--- src/deq_pkg.sv ---
// Shared constants, codes and types of the double-ended queue.
// Used by the interfaces, the cell, the top level and the checker.
package deq_pkg;

  // Number of entries the queue holds.
  localparam int unsigned DEPTH = 16;
  localparam int unsigned IDX_W = $clog2(DEPTH);
  localparam int unsigned CNT_W = $clog2(DEPTH + 1);

  localparam int unsigned VALUE_W = 32;
  localparam int unsigned OCC_W   = 5;

  typedef logic [1:0] op_t;
  typedef logic [1:0] status_t;
  typedef logic signed [VALUE_W-1:0] value_t;
  typedef logic [OCC_W-1:0] occ_t;

  // Operation codes.
  localparam op_t OP_PUSH_FRONT = 2'd0;
  localparam op_t OP_PUSH_BACK  = 2'd1;
  localparam op_t OP_POP_FRONT  = 2'd2;
  localparam op_t OP_POP_BACK   = 2'd3;

  // Status codes.
  localparam status_t ST_OK        = 2'd0;
  localparam status_t ST_UNDERFLOW = 2'd1;
  localparam status_t ST_OVERFLOW  = 2'd2;

  // Per-cell update controls; at most one is set in a cycle.
  typedef struct packed {
    logic take_left;   // shift toward the back, take the left neighbor
    logic take_right;  // shift toward the front, take the right neighbor
    logic load;        // store the pushed word
  } deq_cell_ctrl_t;

endpackage

--- src/deq_if.sv ---
// Valid/ready channels of the double-ended queue: request and response.
// Depends on deq_pkg.
interface deq_req_if import deq_pkg::*; ();
  logic   valid;
  logic   ready;
  op_t    op;
  value_t value;

  modport source (output valid, output op, output value, input ready);
  modport sink (input valid, input op, input value, output ready);
endinterface

interface deq_rsp_if import deq_pkg::*; ();
  logic    valid;
  logic    ready;
  value_t  popped_value;
  status_t status;
  occ_t    occupancy;

  modport source (output valid, output popped_value, output status, output occupancy,
                  input ready);
  modport sink (input valid, input popped_value, input status, input occupancy,
                output ready);
endinterface

--- src/deq_cell.sv ---
// One storage cell of the queue row: holds one word and shifts with its neighbors.
// Depends on deq_pkg.
module deq_cell import deq_pkg::*; (
  input  logic           clk_i,
  input  deq_cell_ctrl_t ctrl_i,
  input  value_t         left_i,
  input  value_t         right_i,
  input  value_t         load_i,
  output value_t         data_o
);

  value_t data_q;
  value_t data_d;

  // Pick the next word: left neighbor, right neighbor, pushed word or hold.
  always_comb begin
    data_d = data_q;
    if (ctrl_i.take_left) begin
      data_d = left_i;
    end else if (ctrl_i.take_right) begin
      data_d = right_i;
    end else if (ctrl_i.load) begin
      data_d = load_i;
    end
  end

  always_ff @(posedge clk_i) begin
    data_q <= data_d;
  end

  assign data_o = data_q;

endmodule

--- src/double_ended_queue.sv ---
// Bounded double-ended queue of DEPTH signed 32-bit words, kept as a row of cells with the
// front word always in the first cell. It takes one operation per clock cycle: push front
// shifts the row one cell toward the back, pop front shifts it toward the front, push back
// writes the cell just past the last word and pop back reads the last word through a mux
// over the row. Each operation gives one result in the next cycle from an output register;
// the request side stays ready while that result is taken in the same cycle, so a
// consumer that never stalls sees one result per cycle. A push on a full queue reports
// overflow and a pop on an empty queue reports underflow; neither changes the contents.
// No clearing pass is needed after reset: the queue starts empty.
module double_ended_queue import deq_pkg::*; (
  input  logic      clk_i,
  input  logic      rst_ni,
  deq_req_if.sink   req_i,
  deq_rsp_if.source rsp_o
);

  logic [CNT_W-1:0] cnt_q, cnt_d;
  logic             out_valid_q;
  value_t           popped_q, popped_d;
  status_t          status_q, status_d;
  occ_t             occ_q;

  logic             accept;
  logic             full;
  logic             empty;
  logic             do_push_front, do_push_back, do_pop_front;
  logic [CNT_W-1:0] last_pos;
  value_t           cell_data [DEPTH];

  assign accept = req_i.valid && req_i.ready;
  assign full   = (cnt_q == CNT_W'(DEPTH));
  assign empty  = (cnt_q == '0);

  // Position of the last word, valid whenever the queue is not empty.
  assign last_pos = cnt_q - CNT_W'(1);

  // Decode the operation into row moves and the result.
  // A pop at the back only shrinks the count; the row itself stays put.
  always_comb begin
    do_push_front = 1'b0;
    do_push_back  = 1'b0;
    do_pop_front  = 1'b0;
    popped_d      = '0;
    status_d      = ST_OK;
    cnt_d         = cnt_q;
    unique case (req_i.op)
      OP_PUSH_FRONT, OP_PUSH_BACK: begin
        if (full) begin
          status_d = ST_OVERFLOW;
        end else begin
          do_push_front = accept && (req_i.op == OP_PUSH_FRONT);
          do_push_back  = accept && (req_i.op == OP_PUSH_BACK);
          cnt_d         = cnt_q + CNT_W'(1);
        end
      end
      OP_POP_FRONT: begin
        if (empty) begin
          status_d = ST_UNDERFLOW;
        end else begin
          do_pop_front = accept;
          popped_d     = cell_data[0];
          cnt_d        = cnt_q - CNT_W'(1);
        end
      end
      OP_POP_BACK: begin
        if (empty) begin
          status_d = ST_UNDERFLOW;
        end else begin
          popped_d    = cell_data[last_pos[IDX_W-1:0]];
          cnt_d       = cnt_q - CNT_W'(1);
        end
      end
      default: begin
        status_d = ST_OK;
      end
    endcase
  end

  // Row of storage cells; each one trades words with its neighbors.
  for (genvar i = 0; i < DEPTH; i++) begin : g_cell
    deq_cell_ctrl_t ctrl;
    value_t         left_data;
    value_t         right_data;

    assign ctrl.take_left  = do_push_front;
    assign ctrl.take_right = do_pop_front;
    assign ctrl.load       = do_push_back && (cnt_q == CNT_W'(i));

    if (i == 0) begin : g_first
      assign left_data = req_i.value;
    end else begin : g_mid_l
      assign left_data = cell_data[i-1];
    end

    if (i == DEPTH - 1) begin : g_last
      assign right_data = cell_data[i];
    end else begin : g_mid_r
      assign right_data = cell_data[i+1];
    end

    deq_cell u_cell (
      .clk_i  (clk_i),
      .ctrl_i (ctrl),
      .left_i (left_data),
      .right_i(right_data),
      .load_i (req_i.value),
      .data_o (cell_data[i])
    );
  end

  // Occupancy count and output valid.
  always_ff @(posedge clk_i or negedge rst_ni) begin
    if (!rst_ni) begin
      cnt_q       <= '0;
      out_valid_q <= 1'b0;
    end else begin
      if (accept) begin
        cnt_q <= cnt_d;
      end
      if (accept) begin
        out_valid_q <= 1'b1;
      end else if (rsp_o.ready) begin
        out_valid_q <= 1'b0;
      end
    end
  end

  // Result payload register.
  always_ff @(posedge clk_i) begin
    if (accept) begin
      popped_q <= popped_d;
      status_q <= status_d;
      occ_q    <= OCC_W'(cnt_d);
    end
  end

  assign req_i.ready        = !out_valid_q || rsp_o.ready;
  assign rsp_o.valid        = out_valid_q;
  assign rsp_o.popped_value = popped_q;
  assign rsp_o.status       = status_q;
  assign rsp_o.occupancy    = occ_q;

endmodule

--- src/flat_wrapper.sv ---
// flat-port wrapper written by rule: the top's interface ports become plain ports
module double_ended_queue_flat import deq_pkg::*;
  (clk_i, rst_ni, req_i_valid, req_i_op, req_i_value, req_i_ready, rsp_o_valid, rsp_o_popped_value, rsp_o_status, rsp_o_occupancy, rsp_o_ready);
  deq_req_if req_i_i ();
  deq_rsp_if rsp_o_i ();
  input  logic clk_i;
  input  logic rst_ni;
  input wire logic [$bits(req_i_i.valid)-1:0] req_i_valid;
  input wire logic [$bits(req_i_i.op)-1:0] req_i_op;
  input wire logic [$bits(req_i_i.value)-1:0] req_i_value;
  output wire logic [$bits(req_i_i.ready)-1:0] req_i_ready;
  output wire logic [$bits(rsp_o_i.valid)-1:0] rsp_o_valid;
  output wire logic [$bits(rsp_o_i.popped_value)-1:0] rsp_o_popped_value;
  output wire logic [$bits(rsp_o_i.status)-1:0] rsp_o_status;
  output wire logic [$bits(rsp_o_i.occupancy)-1:0] rsp_o_occupancy;
  input wire logic [$bits(rsp_o_i.ready)-1:0] rsp_o_ready;
  assign req_i_i.valid = req_i_valid;
  assign req_i_i.op = req_i_op;
  assign req_i_i.value = req_i_value;
  assign req_i_ready = req_i_i.ready;
  assign rsp_o_valid = rsp_o_i.valid;
  assign rsp_o_popped_value = rsp_o_i.popped_value;
  assign rsp_o_status = rsp_o_i.status;
  assign rsp_o_occupancy = rsp_o_i.occupancy;
  assign rsp_o_i.ready = rsp_o_ready;
  double_ended_queue u_core (.clk_i(clk_i), .rst_ni(rst_ni), .req_i(req_i_i), .rsp_o(rsp_o_i));
endmodule
--- config.mk ---
export PLATFORM = sky130hd
export DESIGN_NAME = double_ended_queue_flat
export DESIGN_NICKNAME = d
export VERILOG_FILES = /design/src/deq_pkg.sv /design/src/deq_if.sv /design/src/deq_cell.sv /design/src/double_ended_queue.sv /design/src/flat_wrapper.sv
export SDC_FILE = /design/constraint.sdc
export NUM_CORES = 1
export LEC_CHECK = 0
export BUFFER_PORTS_ARGS = -buffer_cell sky130_fd_sc_hd__buf_2
export CELL_PAD_IN_SITES_DETAIL_PLACEMENT = 1
export CELL_PAD_IN_SITES_GLOBAL_PLACEMENT = 1
export CORE_UTILIZATION = 45
export DETAILED_ROUTE_END_ITERATION = 10
export GPL_TIMING_DRIVEN = 0
export HOLD_SLACK_MARGIN = 0.02
export PLACE_DENSITY_LB_ADDON = 0.1
export SLEW_MARGIN = 20
export SYNTH_ARGS = -nofsm -noshare
export SYNTH_HDL_FRONTEND = slang
export SYNTH_HIERARCHICAL = 1
export SYNTH_SLANG_ARGS = --single-unit
--- constraint.sdc ---
create_clock -name clk_i -period 6.1 [get_ports clk_i]
set_clock_uncertainty 0.2 [all_clocks]
set_input_delay 1.22 -clock clk_i [delete_from_list [all_inputs] [get_ports clk_i]]
set_output_delay 1.22 -clock clk_i [all_outputs]
set_load 0.005 [all_outputs]
==> results.sh <==
export IMPL_drt_vias_per_instance=6.10
export IMPL_groute_usage_overall_pct=29.1
export IMPL_hold_worst_slack_ps=253
export IMPL_syn_area_per_cell_um2=12.2
export IMPL_post_route_min_period_ps=5820
export IMPL_drt_wirelength_per_cell_um=28.2
export IMPL_regToRegEndpoint="u_core/g_cell[11].u_cell/data_o[21]"
export IMPL_cp_buffers_inverters=6
export IMPL_synth_seq_area_share_pct=50.1
export IMPL_synthArstFlopShare_pct=1.08
export IMPL_layout_cell_area_non_filler_um2=37100
export IMPL_number_of_antenna_violations_at_the_first_check_in_global_routing=2
export IMPL_dp_final_hpwl_um=86800
export IMPL_grt_overflow_total=0
export IMPL_cts_root_to_sink_buffers=3
export IMPL_critPathRequiredTime_ps=6120
export IMPL_ys_ff_latch=557
export IMPL_tightestPinTransition_ps=1080
export IMPL_power_report_internal_total_mw=9.49
export IMPL_final_worst_path_setup_slack_ps=278
export IMPL_final_common_cell="sky130_fd_sc_hd__nand2_1"
export IMPL_timing_max_cap_violations=0
export IMPL_yosys_area_share_simple_pct=7.84
export IMPL_timing_critical_path_cells="buf_4, buf_4, inv_2, buf_2, ha_1, nor4b_4, nor3b_2, clkbuf_1, and2_2, buf_6, or3_2"
export IMPL_crit_top_cell="sky130_fd_sc_hd__buf_4"
export IMPL_synthAdderAreaFrac_pct=0.225
export IMPL_violations="DRC"
export IMPL_p_seq_share_pct=34.0
export IMPL_timing_final_setup_violations=0
export IMPL_leakage_nw=11.8
export IMPL_cts_clk_pin_slew_worst_paths_ps=60
export IMPL_hold_class="primary input to async pin"
export IMPL_synthesis_nets=2765
export IMPL_power_net_switching_mw=5.52
export IMPL_design_core_area_um2=73100
export IMPL_combPwrFrac_pct=40.2
export IMPL_antenna_diode_count=0
export IMPL_outcome="finished with violations"
export IMPL_globalplace_congestion=0.948
export IMPL_chipHeight_um=274
export IMPL_drtAntennaViolNets=0
export IMPL_rrSetupSlack_ps=280
export IMPL_synth_xor_xnor_area_share_pct=0.128
export IMPL_power_density_normalized_to_cell_area_nw_per_um2=405
export IMPL_count_of_port_buffers_added_during_placement=78
export IMPL_overall_die_width_um=274
export IMPL_fin_setup_tns_ps=0
export IMPL_worst_ir_drop_vdd_mv=0.224
export IMPL_netlist_instances=2721
export IMPL_final_cell_mix="590 x sky130_fd_sc_hd__nand2_1, 551 x sky130_fd_sc_hd__edfxtp_1, 544 x sky130_fd_sc_hd__mux2i_1, 481 x sky130_fd_sc_hd__o21ai_1, 197 x sky130_fd_sc_hd__buf_2"
export IMPL_start_util_pct=45.6
export IMPL_design_die_area_um2=75100
export IMPL_power_clock_fraction_pct=25.9
export IMPL_finalHoldViolations=0
export IMPL_routed_via_count=23700
export IMPL_grt_pass1_vias=24500
export IMPL_postRouteWirelength_um=110000
export IMPL_critical_path_launch_point_type="register"
export IMPL_root_buffer="sky130_fd_sc_hd__clkbuf_16"
export IMPL_drt_first_iter_violations=2160
export IMPL_fmaxAchievable_mhz=172
export IMPL_post_route_cells_drive_above_1_share_pct=20.5
export IMPL_route_detailed_drc=6
export IMPL_area_growth_pct=11.4
export IMPL_unrepaired_setup_endpoints_after_global_routing="false"
export IMPL_worst_setup_path_end_kind="register"
export IMPL_final_nets=2921
export IMPL_synth_mux_area_share_pct=26.1
export IMPL_synthFlopType="sky130_fd_sc_hd__edfxtp_1"
export IMPL_worst_ep_arrival_time_ps=5850
export IMPL_cts_hold_buffers_added=0
export IMPL_reg2reg_from="u_core/cnt_q[0]"
export IMPL_timing_max_slew_rel_slack_pct=27.8
export IMPL_worst_r2r_path_depth=11
export IMPL_power_switching_fraction_pct=36.8
export IMPL_timing_setup_critical_path_class="register to register"
export IMPL_cp_top_family="simple AND/OR/NAND/NOR gates"
export IMPL_complex_gate_fraction_of_the_synthesized_area_pct=9.32
export IMPL_ys_types=49
export IMPL_cts_num_sinks=557
export IMPL_detail_route_first_pass_iterations=8
export IMPL_finalMaxSlewViolations=0
export IMPL_grt_max_degree=33
export IMPL_yosys_warnings=6
export IMPL_critical_path_max_fanout=32
export IMPL_clk_latency_ps=610
export IMPL_number_of_buffers_added_by_the_clock_tree_synthesis_step=68
export IMPL_io_pins=79
export IMPL_grt_first_pass_wirelength_um=161000
export IMPL_ctsHtreeMaxLevel=3
export IMPL_detailed_place_area_um2=35000
export IMPL_worst_path_max_delay_cell="sky130_fd_sc_hd__nor3b_2"
export IMPL_cts_tree="built"
export IMPL_final_period_utilization_pct=95.4
export IMPL_dp_worst_setup_slack_ps=-66.8
export IMPL_std_cell_rows=99
export IMPL_synth_top_family_by_area="multiplexers"
export IMPL_synth_cell_area_um2=33300
export IMPL_cpPeakStageDelay_ps=870
export IMPL_synth_edff_count=551
area by class of cell:
class / instances / area (um2)
clock inverter: 39 / 251
multi-input combinational: 1928 / 14600
tap: 959 / 1200
buffer: 226 / 2040
fill: 7601 / 36000
clock buffer: 82 / 1830
sequential: 557 / 16700
inverter: 10 / 37.5
timing repair buffer: 86 / 478
stage by stage:
stage,cells,power (mW),utilization [%]
finish,3887,15.0,50.7
global route,3887,15.5,50.7
CTS,3887,15.0,50.7
detailed placement,3766,11.1,47.9
global placement,3758,10.9,47.7
floorplan,2721,8.95,-
synth_stat cells (6+ instances only):
library cell | instances | share of area (%)
sky130_fd_sc_hd__nor2_1 | 18 | 0.20
sky130_fd_sc_hd__buf_12 | 51 | 3.1
sky130_fd_sc_hd__ha_1 | 6 | 0.23
sky130_fd_sc_hd__buf_2 | 115 | 1.7
sky130_fd_sc_hd__inv_1 | 8 | 0.090
sky130_fd_sc_hd__o211ai_2 | 30 | 1.1
sky130_fd_sc_hd__dfrtp_1 | 6 | 0.45
sky130_fd_sc_hd__clkbuf_1 | 27 | 0.30
sky130_fd_sc_hd__o21ai_1 | 481 | 7.2
sky130_fd_sc_hd__nand2_1 | 590 | 6.6
sky130_fd_sc_hd__o21ai_0 | 36 | 0.54
sky130_fd_sc_hd__buf_6 | 25 | 0.85
sky130_fd_sc_hd__edfxtp_1 | 551 | 50
sky130_fd_sc_hd__buf_4 | 8 | 0.18
sky130_fd_sc_hd__mux4_2 | 128 | 8.7
sky130_fd_sc_hd__or3_1 | 16 | 0.30
sky130_fd_sc_hd__mux2i_1 | 544 | 16
sky130_fd_sc_hd__mux2_2 | 33 | 1.1
power by group through the flow:
stage	clock network, mW	registers [mW]	logic, mW
after floorplan	0	5.00	3.95
final	3.88	5.10	6.03
after CTS	3.96	5.08	5.96
after global routing	4.10	5.13	6.27
after global placement	0	5.14	5.78
after detailed placement	0	5.15	5.93
registers in the layout (all words and copies together) (netlist names):
signal                       count
u_core/g_cell.u_cell/data_o    512
u_core/rsp_o.popped_value       32
u_core/cnt_q                     5
u_core/rsp_o.occupancy           5
u_core/rsp_o.status              2
u_core/rsp_o.valid               1
what timing repair did:
| item | CTS | global route |
|---|---|---|
| gates resized for setup | 1 | 0 |
| hold endpoints to repair | 0 | 0 |
| setup endpoints to repair | 448 | 0 |
| buffers inserted | 0 | 0 |
how the worst max path moves through the flow:
stage	from	to	slack, ps	cells past startpoint
floorplan	req_i_op[1]	u_core/g_cell[10].u_cell/data_o[0]	750	5
global placement	u_core/cnt_q[0]	u_core/g_cell[15].u_cell/data_o[26]	-4030	9
detailed placement	u_core/cnt_q[0]	u_core/g_cell[0].u_cell/data_o[29]	-70	11
CTS	u_core/cnt_q[0]	u_core/g_cell[0].u_cell/data_o[9]	270	11
global route	u_core/cnt_q[0]	u_core/g_cell[0].u_cell/data_o[18]	140	11
finish	u_core/cnt_q[0]	u_core/g_cell[11].u_cell/data_o[21]	280	11
cell families (layout without fill, tap and decap cells):
kind of cell	count (synthesis)	after routing
buffers and inverters	236	443
adder cells (fa/ha/maj)	6	6
AND/OR/NAND/NOR	649	649
XOR/XNOR	4	4
AO/OA/AOI/OAI	564	564
flip-flops	557	557
multiplexers	705	705
per-layer routing:
metal	global-route usage, %	part of all wire (%)	vias to the layer above
met3	3.54	6.3	137
met4	8.64	2.5	4
li1	-	-	10500
met5	0	0.025	-
met2	45.9	46	923
met1	42.0	45	12100
No activity file was read; power rests on OpenSTA's default activity.
